**config.mk**
```make
export PLATFORM = sky130hd
export DESIGN_NAME = dfas_queue
export DESIGN_NICKNAME = d
export VERILOG_FILES = /design/src/dfas_pkg.sv /design/src/dfas_queue.sv
export SDC_FILE = /design/constraint.sdc
export NUM_CORES = 1
export LEC_CHECK = 0
export ABC_AREA = 1
export BUFFER_PORTS_ARGS = -buffer_cell sky130_fd_sc_hd__buf_2
export CORE_MARGIN = 2
export CORE_UTILIZATION = 35
export DETAILED_ROUTE_END_ITERATION = 12
export PLACE_DENSITY = 0.56
export REMOVE_ABC_BUFFERS = 1
export SYNTH_ARGS = -nofsm -noshare
export SYNTH_HDL_FRONTEND = slang
export SYNTH_SLANG_ARGS = --single-unit
```
**constraint.sdc**
```tcl
create_clock -name clk -period 2.5 [get_ports clk]
set_input_delay 0.25 -clock clk [delete_from_list [all_inputs] [get_ports clk]]
set_output_delay 0.25 -clock clk [all_outputs]
set_load 0.005 [all_outputs]
```
**src/dfas_pkg.sv**
```systemverilog
`default_nettype none
// ----------------------------------------------------------------------------
// dfas_pkg: shared definitions for the multi-pattern DFA search block
// Request kinds, field widths, default sizes, the queue entry between the
// front and back parts, and the ASCII case fold.
// ----------------------------------------------------------------------------
package dfas_pkg;

	// Request kinds carried in s_tuser.
	localparam logic [1:0] REQ_SEARCH   = 2'd0;
	localparam logic [1:0] REQ_WR_TRANS = 2'd1;
	localparam logic [1:0] REQ_WR_MATCH = 2'd2;
	localparam logic [1:0] REQ_LOAD     = 2'd3;

	// Field widths.
	localparam int REQ_W     = 2;
	localparam int SYM_W     = 8;
	localparam int STATE_W   = 12;
	localparam int PAT_W     = 16;
	localparam int POS_OUT_W = 17;
	localparam int IN_DATA_W  = 56;
	localparam int OUT_DATA_W = 48;

	// Sizes.
	localparam int ALPHABET        = 256;
	localparam int MAX_ROWS        = 4096;
	localparam int NUM_STATES_DEF  = 4096;
	localparam int PAT_ID_BITS_DEF = 16;
	localparam int MAX_BUFFER_DEF  = 64 * 1024;
	localparam int Q_DEPTH         = 4;
	localparam int Q_PTR_W         = 2;
	localparam int Q_CNT_W         = 3;

	// One request as it travels from the front part to the back part.
	typedef struct packed {
		logic               is_search;
		logic               is_mwrite;
		logic               first;
		logic [STATE_W-1:0] state;
		logic [STATE_W-1:0] addr;
		logic               ematch;
		logic [PAT_W-1:0]   epat;
	} q_entry_t;

	// Folds ASCII lower case letters to upper case; other bytes pass.
	function automatic logic [SYM_W-1:0] fold_upper(input logic [SYM_W-1:0] c);
		logic [SYM_W-1:0] r;
		r = c;
		if (c >= 8'h61 && c <= 8'h7A) begin
			r = c - 8'h20;
		end
		return r;
	endfunction

endpackage
`default_nettype wire

```
**src/dfas_queue.sv**
```systemverilog
`default_nettype none
// ----------------------------------------------------------------------------
// dfas_queue: short queue between the front and back parts
// A small register queue that lets the stepping side and the result side
// stall independently of each other.
// ----------------------------------------------------------------------------
module dfas_queue (
	input  wire                          clk,
	input  wire                          arst_n,
	input  wire                          push,
	input  dfas_pkg::q_entry_t           din,
	input  wire                          pop,
	output dfas_pkg::q_entry_t           dout,
	output logic                         not_empty,
	output logic [dfas_pkg::Q_CNT_W-1:0] count
);
	import dfas_pkg::*;

	q_entry_t             mem_q [Q_DEPTH];
	logic [Q_PTR_W-1:0]   wr_ptr_q;
	logic [Q_PTR_W-1:0]   rd_ptr_q;
	logic [Q_CNT_W-1:0]   count_q;

	assign dout      = mem_q[rd_ptr_q];
	assign not_empty = (count_q != '0);
	assign count     = count_q;

	always_ff @(posedge clk or negedge arst_n) begin
		if (!arst_n) begin
			wr_ptr_q <= '0;
			rd_ptr_q <= '0;
			count_q  <= '0;
		end else begin
			if (push) begin
				wr_ptr_q <= wr_ptr_q + 1'b1;
			end
			if (pop) begin
				rd_ptr_q <= rd_ptr_q + 1'b1;
			end
			if (push && !pop) begin
				count_q <= count_q + 1'b1;
			end else if (pop && !push) begin
				count_q <= count_q - 1'b1;
			end
		end
	end

	always_ff @(posedge clk) begin
		if (push) begin
			mem_q[wr_ptr_q] <= din;
		end
	end

endmodule
`default_nettype wire

```
-- Yosys cells after proc, flatten, opt, wreduce, memory -nomap -nowiden
Memories as Yosys holds them, arrays and structs flattened.
Index checks and enable logic that the tools add are counted.
- bits in registers: 7
- memory bits (writable): 176
- input port bits: 48
- output and inout port bits: 48
- logic and storage cells: 18
- memories: 1
- add/sub/neg operators: 4
- multiplexer cells: 4
- reduce and logical (&&, ||, !) cells: 6
- memories (name ; depth ; bits a word ; rd ports ; clocked after memory_dff ; wr ports ; RTL line ; text):
    mem_q ; 4 ; 44 ; 1 ; 0 ; 1 ; dfas_queue.sv:19 ; q_entry_t mem_q [Q_DEPTH];
- operators with widths (cell ; number):
    $mux 3 ; 2
    $add 2x1->2 const B ; 2
    $add 3x1->3 const B ; 1
    $reduce_bool 3->1 ; 1
    $sub 3x1->3 const B ; 1
    $logic_and 1x1->1 ; 2
    $logic_not 1->1 ; 2
    $mux 1 ; 2
    $reduce_bool 2->1 ; 1

-- Logic depth before layout (Yosys ltp)
Gate-level depths: netlist of the first run.
- depth in word-level cells: 4
- gate-level depth with buffers: 9
- gate-level depth less buffers: 9

-- Worst setup path after synthesis of the first run
Ideal clock, no wire load.
- path kind: reg2reg
- from: register wr_ptr_q[0]
- to: memory mem_q[0][0] (netlist bit), enable pin
- library setup time: 0.398 ns
- arrival time: 1.537 ns
- data required time: 2.102 ns
- slack: 0.565 ns
- stages on the path, launching flop included: 5
- buffers on the path: 0
- clock period less this slack: 1.935 ns
- cells stage by stage: dfrtp_1 -> inv_1 -> ha_1 -> nand2_1 -> inv_1
- RTL lines (item ; RTL line ; text):
    from (decl) ; dfas_queue.sv:20 ; logic [Q_PTR_W-1:0] wr_ptr_q;
    from (signal assigned) ; dfas_queue.sv:35 ; wr_ptr_q <= wr_ptr_q + 1'b1;
    to (decl) ; dfas_queue.sv:19 ;
No word-level cell before the write port.

==> results of run 1 <==
-- state kept, by name, summed over array words and instances (netlist names) --
| register | count |
|---|---|
| wr_ptr_q | 2 |
| count | 3 |
| mem_q | 176 |
| rd_ptr_q | 2 |
-- cell families after synthesis --
kind of cell             synth area share (%)
AND/OR/NAND/NOR                          7.53
flip-flops                               73.0
buffers and inverters                    8.40
AO/OA/AOI/OAI                            9.50
XOR/XNOR                                0.468
adder cells (fa/ha/maj)                  1.10
-- where the power goes --
group          total [mW]  internal [mW]  switching (mW)
sequential           4.33           4.02           0.310
combinational        3.21           1.26            1.95
clock                2.72           1.59            1.13
total                10.3           6.87            3.39
-- metrics by stage --
stage / power, mW / util [%]
final: 10.3 / 42.1
after global routing: 10.9 / 42.1
after CTS: 10.4 / 42.1
after detailed placement: 7.68 / 39.2
after global placement: 7.58 / 39.2
after floorplan: 6.04 / -
-- metal layers --
layer / vias up / part of all wire [%] / global-route usage (%)
met5: - / 0 / 0
met4: 0 / 0.77 / 3.63
met3: 10 / 5.0 / 4.58
met2: 90 / 50 / 22.4
met1: 2103 / 45 / 17.6
li1: 2135 / - / -
-- worst min-delay path by stage --
stage                    to  depth (start not counted)  slack (ns)  startpoint
3_3_place_gp       count[0]                          1        0.10      arst_n
2_1_floorplan      count[0]                          0       -0.05      arst_n
3_5_place_dp       count[0]                          1        0.11      arst_n
6_report       mem_q[1][10]                          1        0.04     din[10]
5_1_grt        mem_q[2][22]                          1        0.02     din[22]
4_1_cts        mem_q[1][16]                          1        0.02     din[16]
-- cell type report --
cell class	instances	share of cell area, %
multi-input cells	248	15.7
clock buffers	19	4.89
repair buffers	110	7.52
flip-flops and latches	183	61.8
diodes	2	0.0566
inverters	100	4.24
clock inverters	13	1.92
well taps	275	3.89
-- cell usage after synthesis (all sizes together) --
cell	count	share of area [%]
buf	29	3.3
nand2	146	7.3
nand3	1	0.067
dfrtp	7	2.3
inv	100	5.0
edfxtp	176	71
xnor2	1	0.12
ha	5	0.84
o21ai	1	0.067
fa	1	0.27
nor2	1	0.050
clkbuf	1	0.050
xor2	3	0.35
o211ai	88	9.4
nand4	1	0.084
-- layout by cell type, fill, tap and decap left out, types with 5 or more instances in the layout --
cell / instances
edfxtp_1: 176
nand2_1: 146
inv_1: 95
buf_2: 95
o211ai_1: 79
clkbuf_16: 17
o211ai_2: 9
buf_4: 8
buf_12: 6
inv_2: 5
ha_1: 5
inv_6: 5
dfrtp_1: 5
-- timing repair --
item,4_1_cts,5_1_grt
hold endpoints to repair,7,0
hold buffers,1,0
endpoints found under the setup margin,0,0
==> metrics.csv, run 1 <==
metric,value,unit
Post-Place Cell Area,8230,sq um
max-slew violations,0,
Final Setup Violations,0,
"antenna viol nets, final",0,
synth unique cells,20,
Rows,53,
r2r worst-path depth,5,
outcome,finished clean,
post-synth design cell area,7480,sq um
Worst EP required,2.25,ns
flop-to-flop setup slack,0.79,ns
R2R Path End,mem_q[2][25],
RSZ-0062 raised after global routing,no,
Buf/Inv on CP,3,
Syn Inst Count,561,
WL final,14700,microns
Leakage,3.57,nW
clock transition at the registers of the reported paths,0.07,ns
Placed Cells,915,
Yosys reg bits,183,
crit path to,dout[43],
Top-Level Pins,96,
Post-CTS Setup Inserts,0,
critical path's slowest cell,dfrtp_2,
Crit path depth,5,
clock sinks,183,
slew of the pin with the lowest slew margin,0.498,ns
setup_tns,0,ns
vias in the first global route,4304,
max-capacitance violation count,0,
maximum root-to-sink buffer count,2,
Worst VDD drop,0.643,mV
CTS H-tree depth,4,
Die Ht,150,microns
post-route DRC violation count,0,
Vias,4338,
multi-input logic area,1390,sq um
HP Class,primary input to flop,
Initial Util,35.6,%
IO Port Bufs,95,
Die Width,150,microns
fill count,1907,
max incr delay on CP,0.54,ns
Ys Warns,0,
register area share after synthesis,73.0,%
Final min period,2.18,ns
clk_lat worst skew,0.42,ns
crit start category,flop,
TritonCTS clock tree,yes,
total grt overflow,0,
maximum operating frequency,0.459,GHz
Worst EP arrival,1.93,ns
final instance area,8850,sq um
nets@finish,714,
hold_ws,0.0417,ns
Final WS setup,0.322,ns
antenna violations before repair,2,
fin cells,950,
Top Family by Delay on Critical Path,buffers and inverters,
Final Hold Viols,0,
DRT Pass-1 Iters,4,
worst rel slew slack,66.8,%
worst-path maximum fanout,35,
average cell area after synthesis,13.3,sq um
gr usage total,13.7,%
Core Footprint,21000,sq um
HPWL after detailed placement,9530,microns
CP Cell Sequence,inv_2 -> buf_12 -> o211ai_1 -> nand2_1 -> buf_2,
Critical R2R Launch,wr_ptr_q[0],
Setup crit end kind,output port,
post_cts resized,0,
gpl congestion,0.723,
first-pass GRT wire length,23100,microns
PwrDens,1160,nW/um^2
final period utilization,87.1,%
pre-CTS WS,0.749,ns
pin count of the biggest net entering global routing,61,
Via-to-Cell Ratio,4.57,
Post-Route Skew,0.00607,ns
cts bufs inserted,17,
CP Class,flop to output port,
Routed wire per std cell,15.5,microns
Total Die Area,22600,sq um
Crit. Startpoint,rd_ptr_q[1],
Area growth syn-to-layout,18.3,%
CTS root buf,clkbuf_16,
register area,5470,sq um
Iter 0 DRT Violations,248,
layout cells sized above 1,23.0,%
Power figures use the tool's default switching activity.
==> run 2: changes to the inputs <==
==> constraint.sdc (replaced) <==
create_clock -name clk -period 2.4 [get_ports clk]
set_input_delay 0.24 -clock clk [delete_from_list [all_inputs] [get_ports clk]]
set_output_delay 0.24 -clock clk [all_outputs]
set_load 0.005 [all_outputs]
==> run 2 against run 1 <==
Effect of this change: largest cell class unchanged; via count grew 0.83%; core utilization shrank 0.21 points; worst hold slack lost 0.012 ns; critical path depth is the same; first-iteration DRC count shrank 19%; highest routed layer unchanged; sequential share of layout area grew 0.31 points; clock skew grew 0.0045 ns; sequential power grew 3%; clock power grew 3%; setup slack lost 0.085 ns; design area shrank 0.49%.
==> metrics.csv, run 2 (synthesized netlist as in run 1, its figures left out) <==
metric,value,unit,change
outcome,finished clean,,unchanged
Worst VDD drop,0.608,mV,was 0.643 mV
Core Footprint,21000,sq um,unchanged
most frequent cells in the layout,"edfxtp_1, nand2_1, inv_1, buf_2, o211ai_1",,unchanged
worst-path maximum fanout,40,,was 35
"Most flops, register",mem_q,,unchanged
Via-to-Cell Ratio,4.61,,was 4.57
HP Class,primary input to flop,,unchanged
RSZ-0062 raised after global routing,no,,unchanged
Vias,4374,,"was 4,338"
pre-CTS WS,0.666,ns,was 0.749 ns
DRT Pass-1 Iters,4,,unchanged
highest routed layer,met4,,unchanged
max reg flops,176,,unchanged
HPWL after detailed placement,8870,microns,was 9530 microns
max-slew violations,0,,unchanged
maximum operating frequency,0.462,GHz,
Switch Pwr,3.50,mW,was 3.39 mW
Die Width,150,microns,unchanged
WL final,14900,microns,"was 14,700 microns"
TritonCTS clock tree,yes,,unchanged
setup_tns,0,ns,unchanged
Net Sw Frac,33.0,%,about the same
Final min period,2.16,ns,
sequential share of power,42.2,%,about the same
Total Die Area,22600,sq um,unchanged
met3 WL,690,microns,was 739 microns
final period utilization,90.1,%,
antenna violations before repair,1,,was 2
Post-CTS Setup Inserts,0,,unchanged
total grt overflow,0,,unchanged
Iter 0 DRT Violations,200,,was 248
Setup crit end kind,output port,,unchanged
Worst EP arrival,1.92,ns,was 1.93 ns
Routed wire per std cell,15.7,microns,was 15.5 microns
clk_lat worst skew,0.42,ns,about the same
Final Hold Viols,0,,unchanged
Area growth syn-to-layout,17.7,%,was 18.3%
Final WS setup,0.238,ns,was 0.322 ns
final core occ,41.9,%,was 42.1%
max-capacitance violation count,0,,unchanged
pin count of the biggest net entering global routing,45,,was 61
cts bufs inserted,17,,unchanged
CTS H-tree depth,4,,unchanged
slew of the pin with the lowest slew margin,0.618,ns,was 0.498 ns
Worst EP required,2.16,ns,was 2.25 ns
Initial Util,35.6,%,unchanged
post-route DRC violation count,0,,unchanged
hold_ws,0.0296,ns,was 0.0417 ns
gr usage total,13.9,%,was 13.7%
Int Power,7.09,mW,was 6.87 mW
met1 wire length,6250,microns,was 6570 microns
clock sinks,183,,unchanged
vias in the first global route,4482,,"was 4,304"
crit start category,flop,,unchanged
PwrDens,1200,nW/um^2,was 1160 nW/um^2
Leakage,3.57,nW,about the same
CP Class,flop to output port,,unchanged
Post-Route Skew,0.0106,ns,was 0.00607 ns
clock transition at the registers of the reported paths,0.07,ns,about the same
# hold bufs at CTS,1,,unchanged
maximum root-to-sink buffer count,2,,unchanged
Final Setup Violations,0,,unchanged
wire length on met2,7790,microns,was 7310 microns
gpl congestion,0.713,,was 0.723
CTS root buf,clkbuf_16,,unchanged
Die Ht,150,microns,unchanged
combinational power share,31.3,%,about the same
Top-Level Pins,96,,unchanged
Clk network pwr share,26.5,%,about the same
Rows,53,,unchanged
worst rel slew slack,58.8,%,was 66.8%
"commonest non-fill, non-tap cell in the layout",edfxtp_1,,unchanged
nets@finish,714,,unchanged
post_cts resized,0,,unchanged
layout cells sized above 1,23.0,%,unchanged
first-pass GRT wire length,23400,microns,"was 23,100 microns"
"antenna viol nets, final",0,,unchanged
IO Port Bufs,95,,unchanged
-- run 2: cell count changes in the layout (fill, tap and decap cells not counted), sizes merged --
cell	change
clkbuf	-2
clkinvlp	-3
inv	-1
clkinv	+6
diode	-1
-- run 2: worst paths after layout --
path / start / end / slack [ns] / cells after the start
worst max-delay path: rd_ptr_q[0] / dout[29] / 0.24 / 5
worst min-delay path: din[28] / mem_q[0][28] / 0.03 / 1
worst max register to register: wr_ptr_q[0] / mem_q[0][5] / 0.89 / 5
worst min register to register: count[2] / count[2] / 0.52 / 2
max in group asynchronous: arst_n / rd_ptr_q[0] / 2.01 / 2
min in group asynchronous: arst_n / count[0] / 0.19 / 2
-- run 2: power by group through the flow --
stage / clock, mW / combinational (mW) / sequential, mW
6_report: 2.80 / 3.32 / 4.47
2_1_floorplan: 0 / 1.54 / 4.72
4_1_cts: 2.88 / 3.44 / 4.48
3_3_place_gp: 0 / 3.34 / 4.51
3_5_place_dp: 0 / 3.42 / 4.54
5_1_grt: 3.02 / 3.77 / 4.54
-- run 2: worst max-delay path, stage by stage, from the launching register on --
cell,delay (ns)
dfrtp_4,0.72
buf_4,0.37
nand2_1,0.10
o211ai_1,0.08
nand2_1,0.09
buf_2,0.13
-- run 2: stage by stage --
step	instances	instance area (sq um)	power [mW]
floorplan	531	7230	6.26
global placement	915	8190	7.85
detailed placement	915	8190	7.97
CTS	948	8800	10.8
global route	948	8800	11.3
finish	949	8810	10.6
-- run 2: cell type report --
type	count	area (sq um)
Sequential cell	183	5470
Clock inverter	15	174
Multi-Input combinational cell	248	1390
Timing Repair Buffer	110	628
Tap cell	275	344
Antenna cell	1	2.50
Clock buffer	17	425
Fill cell	1931	12200
Inverter	100	375
-- run 2: metal layers --
| layer | vias up | global-route usage (%) |
|---|---|---|
| met2 | 79 | 25.0 |
| met1 | 2148 | 16.2 |
| met4 | 0 | 4.10 |
| met5 | - | 0 |
| met3 | 12 | 3.79 |
| li1 | 2135 | - |
